$ cat src/hw/rtl/sgr_pkg.sv
// shared types, widths and register codes for the stereo gain ramp
`default_nettype none

package sgr_pkg;

  localparam int SAMPLE_W = 16;
  localparam int GAIN_W   = 25;
  localparam int FRAC_W   = 24;
  localparam int MAG_W    = SAMPLE_W + 1;
  localparam int PROD_W   = MAG_W + GAIN_W;

  localparam logic [GAIN_W-1:0] GAIN_ONE = GAIN_W'(1) << FRAC_W;

  localparam logic [GAIN_W-1:0] TARGET_RST = GAIN_W'(1677722);
  localparam logic [GAIN_W-1:0] STEP_RST   = GAIN_W'(1522);

  localparam int CFG_IDX_W  = 2;
  localparam int CFG_DATA_W = GAIN_W;

  localparam logic [CFG_IDX_W-1:0] CFG_GOAL_GAIN = CFG_IDX_W'(0);
  localparam logic [CFG_IDX_W-1:0] CFG_MUTE      = CFG_IDX_W'(1);
  localparam logic [CFG_IDX_W-1:0] CFG_RAMP_STEP = CFG_IDX_W'(2);

  typedef struct packed {
    logic signed [SAMPLE_W-1:0] left_in;
    logic signed [SAMPLE_W-1:0] right_in;
    logic                       zero_gain;
    logic                       block_end;
  } sgr_in_t;

  typedef struct packed {
    logic signed [SAMPLE_W-1:0] left_out;
    logic signed [SAMPLE_W-1:0] right_out;
    logic [GAIN_W-1:0]          gain_now;
    logic                       block_end_out;
  } sgr_out_t;

  typedef struct packed {
    logic [GAIN_W-1:0] goal_gain;
    logic              mute;
    logic [GAIN_W-1:0] ramp_step;
  } sgr_cfg_t;

endpackage

`default_nettype wire

$ cat src/hw/rtl/sgr_stream_if.sv
// valid/ready stream channel carrying one payload item
`default_nettype none

interface sgr_stream_if #(
  parameter type payload_t = logic
);
  logic     valid;
  logic     ready;
  payload_t data;

  modport source (output valid, output data, input ready);
  modport sink (input valid, input data, output ready);
endinterface

`default_nettype wire

$ cat src/hw/rtl/sgr_cfg.sv
// configuration registers of the stereo gain ramp
`default_nettype none

module sgr_cfg
  import sgr_pkg::*;
(
  input  wire logic                  clk,
  input  wire logic                  rst_n,
  input  wire logic                  cfg_we,
  input  wire logic [CFG_IDX_W-1:0]  cfg_index,
  input  wire logic [CFG_DATA_W-1:0] cfg_data,
  output sgr_cfg_t                   cfg
);

  sgr_cfg_t cfg_r;

  always_ff @(posedge clk) begin
    if (!rst_n) begin
      cfg_r.goal_gain <= TARGET_RST;
      cfg_r.mute      <= 1'b0;
      cfg_r.ramp_step <= STEP_RST;
    end else if (cfg_we) begin
      case (cfg_index)
        CFG_GOAL_GAIN: cfg_r.goal_gain <= cfg_data[GAIN_W-1:0];
        CFG_MUTE:      cfg_r.mute      <= cfg_data[0];
        CFG_RAMP_STEP: cfg_r.ramp_step <= cfg_data[GAIN_W-1:0];
        default: begin
        end
      endcase
    end
  end

  assign cfg = cfg_r;

endmodule

`default_nettype wire

$ cat src/hw/rtl/sgr_ramp.sv
// running gain: clear, step toward target, clamp at target
`default_nettype none

module sgr_ramp
  import sgr_pkg::*;
(
  input  wire logic              clk,
  input  wire logic              rst_n,
  input  wire sgr_cfg_t          cfg,
  input  wire logic              advance,
  input  wire logic              zero_gain,
  output logic [GAIN_W-1:0]      gain
);

  logic [GAIN_W-1:0] running_gain_r;
  logic [GAIN_W-1:0] target;
  logic [GAIN_W-1:0] g_start;
  logic [GAIN_W-1:0] diff;

  always_comb begin
    if (cfg.mute) begin
      target = '0;
    end else if (cfg.goal_gain > GAIN_ONE) begin
      target = GAIN_ONE;
    end else begin
      target = cfg.goal_gain;
    end

    g_start = zero_gain ? '0 : running_gain_r;

    if (g_start < target) begin
      diff = target - g_start;
      gain = (cfg.ramp_step >= diff) ? target : g_start + cfg.ramp_step;
    end else begin
      diff = g_start - target;
      gain = (cfg.ramp_step >= diff) ? target : g_start - cfg.ramp_step;
    end
  end

  always_ff @(posedge clk) begin
    if (!rst_n) begin
      running_gain_r <= '0;
    end else if (advance) begin
      running_gain_r <= gain;
    end
  end

endmodule

`default_nettype wire

$ cat src/hw/rtl/sgr_scale.sv
// one sample times Q1.24 gain, truncated toward zero
`default_nettype none

module sgr_scale
  import sgr_pkg::*;
(
  input  wire logic signed [SAMPLE_W-1:0] sample,
  input  wire logic [GAIN_W-1:0]          gain,
  output logic signed [SAMPLE_W-1:0]      scaled
);

  logic                  neg;
  logic [MAG_W-1:0]      ext;
  logic [MAG_W-1:0]      mag;
  logic [PROD_W-1:0]     prod;
  logic [SAMPLE_W-1:0]   q;

  always_comb begin
    neg    = sample[SAMPLE_W-1];
    ext    = {sample[SAMPLE_W-1], sample};
    mag    = neg ? (~ext + MAG_W'(1)) : ext;
    prod   = PROD_W'(mag) * PROD_W'(gain);
    q      = prod[FRAC_W +: SAMPLE_W];
    scaled = neg ? $signed(~q + SAMPLE_W'(1)) : $signed(q);
  end

endmodule

`default_nettype wire

$ cat src/hw/rtl/stereo_gain_ramp.sv
// top level of the stereo gain ramp
// one stereo frame enters on in_s and one result item leaves on out_s; both
// channels use valid/ready and move an item when both are high.
// an accepted item first updates the running gain (optional clear, one ramp
// step toward the target, clamp at the target) and is stored with that gain in
// the input stage; the next stage multiplies both samples by the gain and
// loads the result register.
// the result register loads from the input stage when it is empty or being taken.
// throughput: one item per cycle while out_s is ready; the running gain update
// is the only dependence between items and closes within the accepting cycle.
// when out_s stalls, the result register holds and the input stage, if empty,
// still takes one more item, after which in_s.ready drops until the result moves.
// configuration: cfg_we writes register cfg_index (0 goal gain, 1 mute,
// 2 ramp step) with cfg_data; write only while no item is in flight.
// reset (rst_n low, synchronous) empties both stages, zeroes the running gain
// and loads the register defaults (target about 0.1, unmuted, step 1522).
`default_nettype none

module stereo_gain_ramp
  import sgr_pkg::*;
(
  input  wire logic                  clk,
  input  wire logic                  rst_n,
  sgr_stream_if.sink                 in_s,
  sgr_stream_if.source               out_s,
  input  wire logic                  cfg_we,
  input  wire logic [CFG_IDX_W-1:0]  cfg_index,
  input  wire logic [CFG_DATA_W-1:0] cfg_data
);

  sgr_cfg_t cfg;

  logic                       in_acc;
  logic                       s1_adv;
  logic [GAIN_W-1:0]          gain_new;

  logic                       s1_valid_r;
  logic                       s1_valid_nxt;
  logic signed [SAMPLE_W-1:0] s1_left_r;
  logic signed [SAMPLE_W-1:0] s1_right_r;
  logic [GAIN_W-1:0]          s1_gain_r;
  logic                       s1_block_end_r;

  logic signed [SAMPLE_W-1:0] left_scaled;
  logic signed [SAMPLE_W-1:0] right_scaled;

  logic                       out_valid_r;
  sgr_out_t                   out_data_r;

  sgr_cfg u_cfg (
    .clk       (clk),
    .rst_n     (rst_n),
    .cfg_we    (cfg_we),
    .cfg_index (cfg_index),
    .cfg_data  (cfg_data),
    .cfg       (cfg)
  );

  assign s1_adv    = !out_valid_r || out_s.ready;
  assign in_s.ready = !s1_valid_r || s1_adv;
  assign in_acc    = in_s.valid && in_s.ready;

  sgr_ramp u_ramp (
    .clk       (clk),
    .rst_n     (rst_n),
    .cfg       (cfg),
    .advance   (in_acc),
    .zero_gain (in_s.data.zero_gain),
    .gain      (gain_new)
  );

  always_comb begin
    if (in_acc) begin
      s1_valid_nxt = 1'b1;
    end else if (s1_adv) begin
      s1_valid_nxt = 1'b0;
    end else begin
      s1_valid_nxt = s1_valid_r;
    end
  end

  always_ff @(posedge clk) begin
    if (!rst_n) begin
      s1_valid_r <= 1'b0;
    end else begin
      s1_valid_r <= s1_valid_nxt;
    end
  end

  always_ff @(posedge clk) begin
    if (in_acc) begin
      s1_left_r      <= in_s.data.left_in;
      s1_right_r     <= in_s.data.right_in;
      s1_gain_r      <= gain_new;
      s1_block_end_r <= in_s.data.block_end;
    end
  end

  sgr_scale u_scale_left (
    .sample (s1_left_r),
    .gain   (s1_gain_r),
    .scaled (left_scaled)
  );

  sgr_scale u_scale_right (
    .sample (s1_right_r),
    .gain   (s1_gain_r),
    .scaled (right_scaled)
  );

  always_ff @(posedge clk) begin
    if (!rst_n) begin
      out_valid_r <= 1'b0;
    end else if (s1_adv) begin
      out_valid_r <= s1_valid_r;
    end
  end

  always_ff @(posedge clk) begin
    if (s1_adv && s1_valid_r) begin
      out_data_r.left_out      <= left_scaled;
      out_data_r.right_out     <= right_scaled;
      out_data_r.gain_now      <= s1_gain_r;
      out_data_r.block_end_out <= s1_block_end_r;
    end
  end

  assign out_s.valid = out_valid_r;
  assign out_s.data  = out_data_r;

`ifndef SYNTHESIS
  a_gain_in_range: assert property (@(posedge clk) disable iff (!rst_n)
    out_valid_r |-> (out_data_r.gain_now <= GAIN_ONE))
    else $error("gain above one on result item");

  a_zero_gain_silent: assert property (@(posedge clk) disable iff (!rst_n)
    (out_valid_r && out_data_r.gain_now == '0) |->
      (out_data_r.left_out == '0 && out_data_r.right_out == '0))
    else $error("nonzero sample with zero gain");

  a_stage_holds: assert property (@(posedge clk) disable iff (!rst_n)
    (s1_valid_r && !s1_adv) |=> (s1_valid_r && $stable(s1_gain_r)))
    else $error("input stage lost item while stalled");

  a_reset_empty: assert property (@(posedge clk)
    !rst_n |=> (!out_valid_r && !s1_valid_r))
    else $error("pipeline not empty after reset");
`endif

endmodule

`default_nettype wire

$ cat src/flat_wrapper.sv
// flat-port wrapper written by rule: the top's interface ports become plain ports
module stereo_gain_ramp_flat import sgr_pkg::*;
  (clk, rst_n, cfg_we, cfg_index, cfg_data, in_s_valid, in_s_data, in_s_ready, out_s_valid, out_s_data, out_s_ready);
  sgr_stream_if #(.payload_t(sgr_in_t)) in_s_i ();
  sgr_stream_if #(.payload_t(sgr_out_t)) out_s_i ();
  input  wire logic clk;
  input  wire logic rst_n;
  input  wire logic cfg_we;
  input  wire logic [CFG_IDX_W-1:0] cfg_index;
  input  wire logic [CFG_DATA_W-1:0] cfg_data;
  input wire logic [$bits(in_s_i.valid)-1:0] in_s_valid;
  input wire logic [$bits(in_s_i.data)-1:0] in_s_data;
  output wire logic [$bits(in_s_i.ready)-1:0] in_s_ready;
  output wire logic [$bits(out_s_i.valid)-1:0] out_s_valid;
  output wire logic [$bits(out_s_i.data)-1:0] out_s_data;
  input wire logic [$bits(out_s_i.ready)-1:0] out_s_ready;
  assign in_s_i.valid = in_s_valid;
  assign in_s_i.data = in_s_data;
  assign in_s_ready = in_s_i.ready;
  assign out_s_valid = out_s_i.valid;
  assign out_s_data = out_s_i.data;
  assign out_s_i.ready = out_s_ready;
  stereo_gain_ramp u_core (.clk(clk), .rst_n(rst_n), .in_s(in_s_i), .out_s(out_s_i), .cfg_we(cfg_we), .cfg_index(cfg_index), .cfg_data(cfg_data));
endmodule
$ cat config.mk
export PLATFORM = sky130hd
export DESIGN_NAME = stereo_gain_ramp_flat
export DESIGN_NICKNAME = d
export VERILOG_FILES = /design/src/hw/rtl/sgr_pkg.sv /design/src/hw/rtl/sgr_stream_if.sv /design/src/hw/rtl/sgr_cfg.sv /design/src/hw/rtl/sgr_ramp.sv /design/src/hw/rtl/sgr_scale.sv /design/src/hw/rtl/stereo_gain_ramp.sv /design/src/flat_wrapper.sv
export SDC_FILE = /design/constraint.sdc
export NUM_CORES = 2
export LEC_CHECK = 0
export ABC_AREA = 1
export BUFFER_PORTS_ARGS = -buffer_cell sky130_fd_sc_hd__buf_2
export CORE_ASPECT_RATIO = 0.7
export CORE_MARGIN = 2
export CORE_UTILIZATION = 43
export DETAILED_ROUTE_END_ITERATION = 6
export GPL_ROUTABILITY_DRIVEN = 0
export PLACE_DENSITY = 0.69
export SYNTH_ARGS = -nofsm -noshare
export SYNTH_HDL_FRONTEND = slang
export SYNTH_SLANG_ARGS = --single-unit
$ cat constraint.sdc
create_clock -name clk -period 6.87 [get_ports clk]
set_clock_uncertainty 0.2 [all_clocks]
set_input_delay 0.3435 -clock clk [delete_from_list [all_inputs] [get_ports clk]]
set_output_delay 0.3435 -clock clk [all_outputs]
set_load 0.02 [all_outputs]
==> summary.txt <==
Status: complete, but fails checks
Failing checks: DRC, setup timing
Die height: 267 um
Ys flop type: edfxtp_1
Final period util: 1.10
Layout area overhead: 24.3%
Post-synthesis cell count: 5,718
Fin area: 0.0528 mm2
Post-synth EDFFs: 116
Worst-case clock buffer depth: 2
Ys Warns: 0
FFs w/ async S/R, synth: 0
Setup crit start kind: register
Synth Area in Compound Gates: 0.0724
CORE AREA: 0.0979 mm2
Cell variety after synth: 66
First-pass GRT wire length: 222 mm
Placed Area: 0.0481 mm2
Top cell family by delay on the critical path: adder cells
Maxcap violations: 0
TritonRoute pass-1 iters: 7
Total grt overflow: 0
Antenna viol nets, final: 0
Final Setup Violations: 30
Via count: 40.1k
RSZ-0062 raised after global routing: true
Final #Nets: 7,428
Largest family of logic cells by synthesized area: adder cells
Kind of end point of the critical path: register
WHS Path Cells: 4
Top achievable clock speed: 133 MHz
DRC Markers: 6
Final Hold Fails: 0
Slew Limit Fails: 0
Cell row count: 96
Worst hold endpoint: u_core.s1_valid_r
CTS tree: built
XOR/XNOR Fraction of Synth Area: 0.0261
Yosys reg bits: 194
Worst Path Max Fanout: 7
Average cell area after synthesis: 7.43 um2
Initial cell density of the core: 0.434
Proportion of synthesized area in mux cells: 0
Share of cells above drive strength 1: 0.196
Sequential area share after synthesis: 0.119
Port bufs: 125
R2R depth: 37
CTS buffer count: 17
Clock sinks: 194
Worst hold path type: in2reg
Vias in the first global route: 39.5k
H-Tree Depth: 4
Synth Area in Adders: 0.429
Worst path arrival time: 7.60 ns
Flop2flop setup slack: -0.66 ns
DR WL/cell: 18.8 um
Slew headroom: 0.333
Crit Reg-Reg Startpoint: u_core.s1_right_r[1]
Terminus of the critical flop-to-flop path: u_core.out_s.data[41]
Hold Crit Start: in_s_valid
Clock-pin slew on the worst setup and hold paths: 0.08 ns
Via density: 5.24
Die Span X: 380 um
Post-Synth Simple-Gate Area: 0.215
Min Hold Slack: 0.186 ns
Tightest Pin Transition: 1.00 ns
Largest net degree at the start of global routing: 59
Mapped Area: 0.0425 mm2
Delay of the slowest critical-path stage: 0.53 ns
Initial antenna violation count: 3
Critical path's slowest cell: fa_1
Die area: 0.101 mm2
Tmin final: 7.53 ns
Critical Path RT: 6.93 ns
Setup WS post-layout: -0.662 ns
Clock Latency Late Sink: 0.51 ns
DP HPWL: 115 mm
Worst Path Buf+Inv: 10
Total track usage: 0.283
Boundary Pins: 126
Root buffer cell: clkbuf_16
Drt total wl: 144 mm
Initial DRC Count: 4,518
Critical path type: reg2reg
-- final cells by class --
cell class                      instances  area (um2)
Clock inverter                         15         184
Timing Repair Buffer                  727        6140
Inverter                             1359        5150
Antenna cell                            1        2.50
Multi-Input combinational cell       4020       34200
Fill cell                            8887       45100
Sequential cell                       194        5040
Tap cell                             1323        1660
Clock buffer                           17         425
-- worst max path at each step --
stage               depth (start not counted)                     to            startpoint  slack, ns
global route                               37  u_core.out_s.data[41]  u_core.s1_right_r[1]      -0.97
finish                                     37  u_core.out_s.data[41]  u_core.s1_right_r[1]      -0.66
CTS                                        40  u_core.out_s.data[40]  u_core.s1_right_r[0]      -0.51
global placement                           36  u_core.out_s.data[57]   u_core.s1_left_r[1]      -0.69
floorplan                                  41  u_core.out_s.data[56]   u_core.s1_left_r[0]      -0.11
detailed placement                         34  u_core.out_s.data[34]  u_core.s1_right_r[1]      -0.79
-- per-stage QoR --
step / cells / TNS, ns / utilization / setup WS, ns
final: 7656 / -13.43 / 0.539 / -0.662
after global routing: 7656 / -22.44 / 0.539 / -0.968
after CTS: 7627 / -8.71 / 0.528 / -0.508
after detailed placement: 7460 / -18.41 / 0.491 / -0.794
after global placement: 7460 / -15.15 / 0.491 / -0.692
after floorplan: 5762 / -0.321 / - / -0.111
-- registers in the layout, summed over array words and instances, names as in the netlist --
register and count:
u_core.u_ramp.running_gain_r 25, u_core.s1_right_r 16, u_core.s1_valid_r 1, u_core.out_s.valid 1, u_core.s1_block_end_r 1, u_core.s1_left_r 16, u_core.out_s.data 58, u_core.s1_gain_r 25
u_core.u_cfg.cfg 51
-- metal layers --
metal  track usage  share of wire  vias up
li1              -              -    18300
met1         0.405           0.42    19300
met2         0.402           0.41     2297
met3        0.0992           0.15      247
met4        0.0724          0.028        2
met5             0       0.000083        -
-- logic make-up after synthesis --
logic type | after synthesis
compound gates | 545
fa+ha+maj | 1043
other cells | 2
simple gates | 2260
flops | 194
buf+inv | 1549
xor+xnor | 125
-- repair_timing --
item                                    in CTS  in global routing
endpoints found under the hold margin       85                  0
endpoints found under the setup margin      31                 82
buffers inserted                            67                 28
cloned                                       5                  3
gates resized for setup                    426                231
hold buffers                                63                  0
pin swaps                                  161                107
-- synthesized netlist by cell type (5+ instances only) --
| cell type | n | share of area |
|---|---|---|
| o21ai_1 | 16 | 0.0019 |
| o21ai_0 | 142 | 0.017 |
| buf_6 | 5 | 0.0013 |
| clkbuf_2 | 8 | 0.00094 |
| a31oi_1 | 13 | 0.0019 |
| buf_2 | 26 | 0.0031 |
| o21bai_1 | 21 | 0.0037 |
| clkbuf_1 | 137 | 0.012 |
| nor4_1 | 19 | 0.0028 |
| a21oi_1 | 266 | 0.031 |
| nand3_1 | 170 | 0.020 |
| or2_2 | 11 | 0.0016 |
| buf_1 | 10 | 0.00088 |
| fa_1 | 686 | 0.32 |
| xnor2_1 | 29 | 0.0060 |
| nor3_1 | 33 | 0.0039 |
| nand3b_1 | 14 | 0.0025 |
| nand4_1 | 31 | 0.0046 |
| nand2_2 | 13 | 0.0019 |
| ha_1 | 357 | 0.11 |
| nand2_1 | 1430 | 0.13 |
| inv_1 | 1333 | 0.12 |
| inv_2 | 5 | 0.00044 |
| nor2_1 | 509 | 0.045 |
| dfxtp_1 | 78 | 0.037 |
| clkinv_1 | 20 | 0.0018 |
| edfxtp_1 | 116 | 0.082 |
| nor2_2 | 10 | 0.0015 |
| xor2_1 | 94 | 0.019 |
| o211ai_1 | 42 | 0.0074 |
-- layout by cell type (no fill, tap or decap), drive strengths merged, types with 63 or more instances in the layout --
master and n:
a21oi 269, buf 661, dfxtp 78, dlygate4sd3 63, edfxtp 116, fa 686, ha 357, inv 1344
nand2 1446, nand3 174, nor2 520, o21ai 161, xor2 96
-- worst min-delay path, stage by stage --
cell	delay, ns
buf_2	0.07
nand2_1	0.04
buf_4	0.23
a21oi_1	0.16
Power is not shown: default switching activity piles up to over one toggle a cycle in this logic, so the estimate is an artifact.
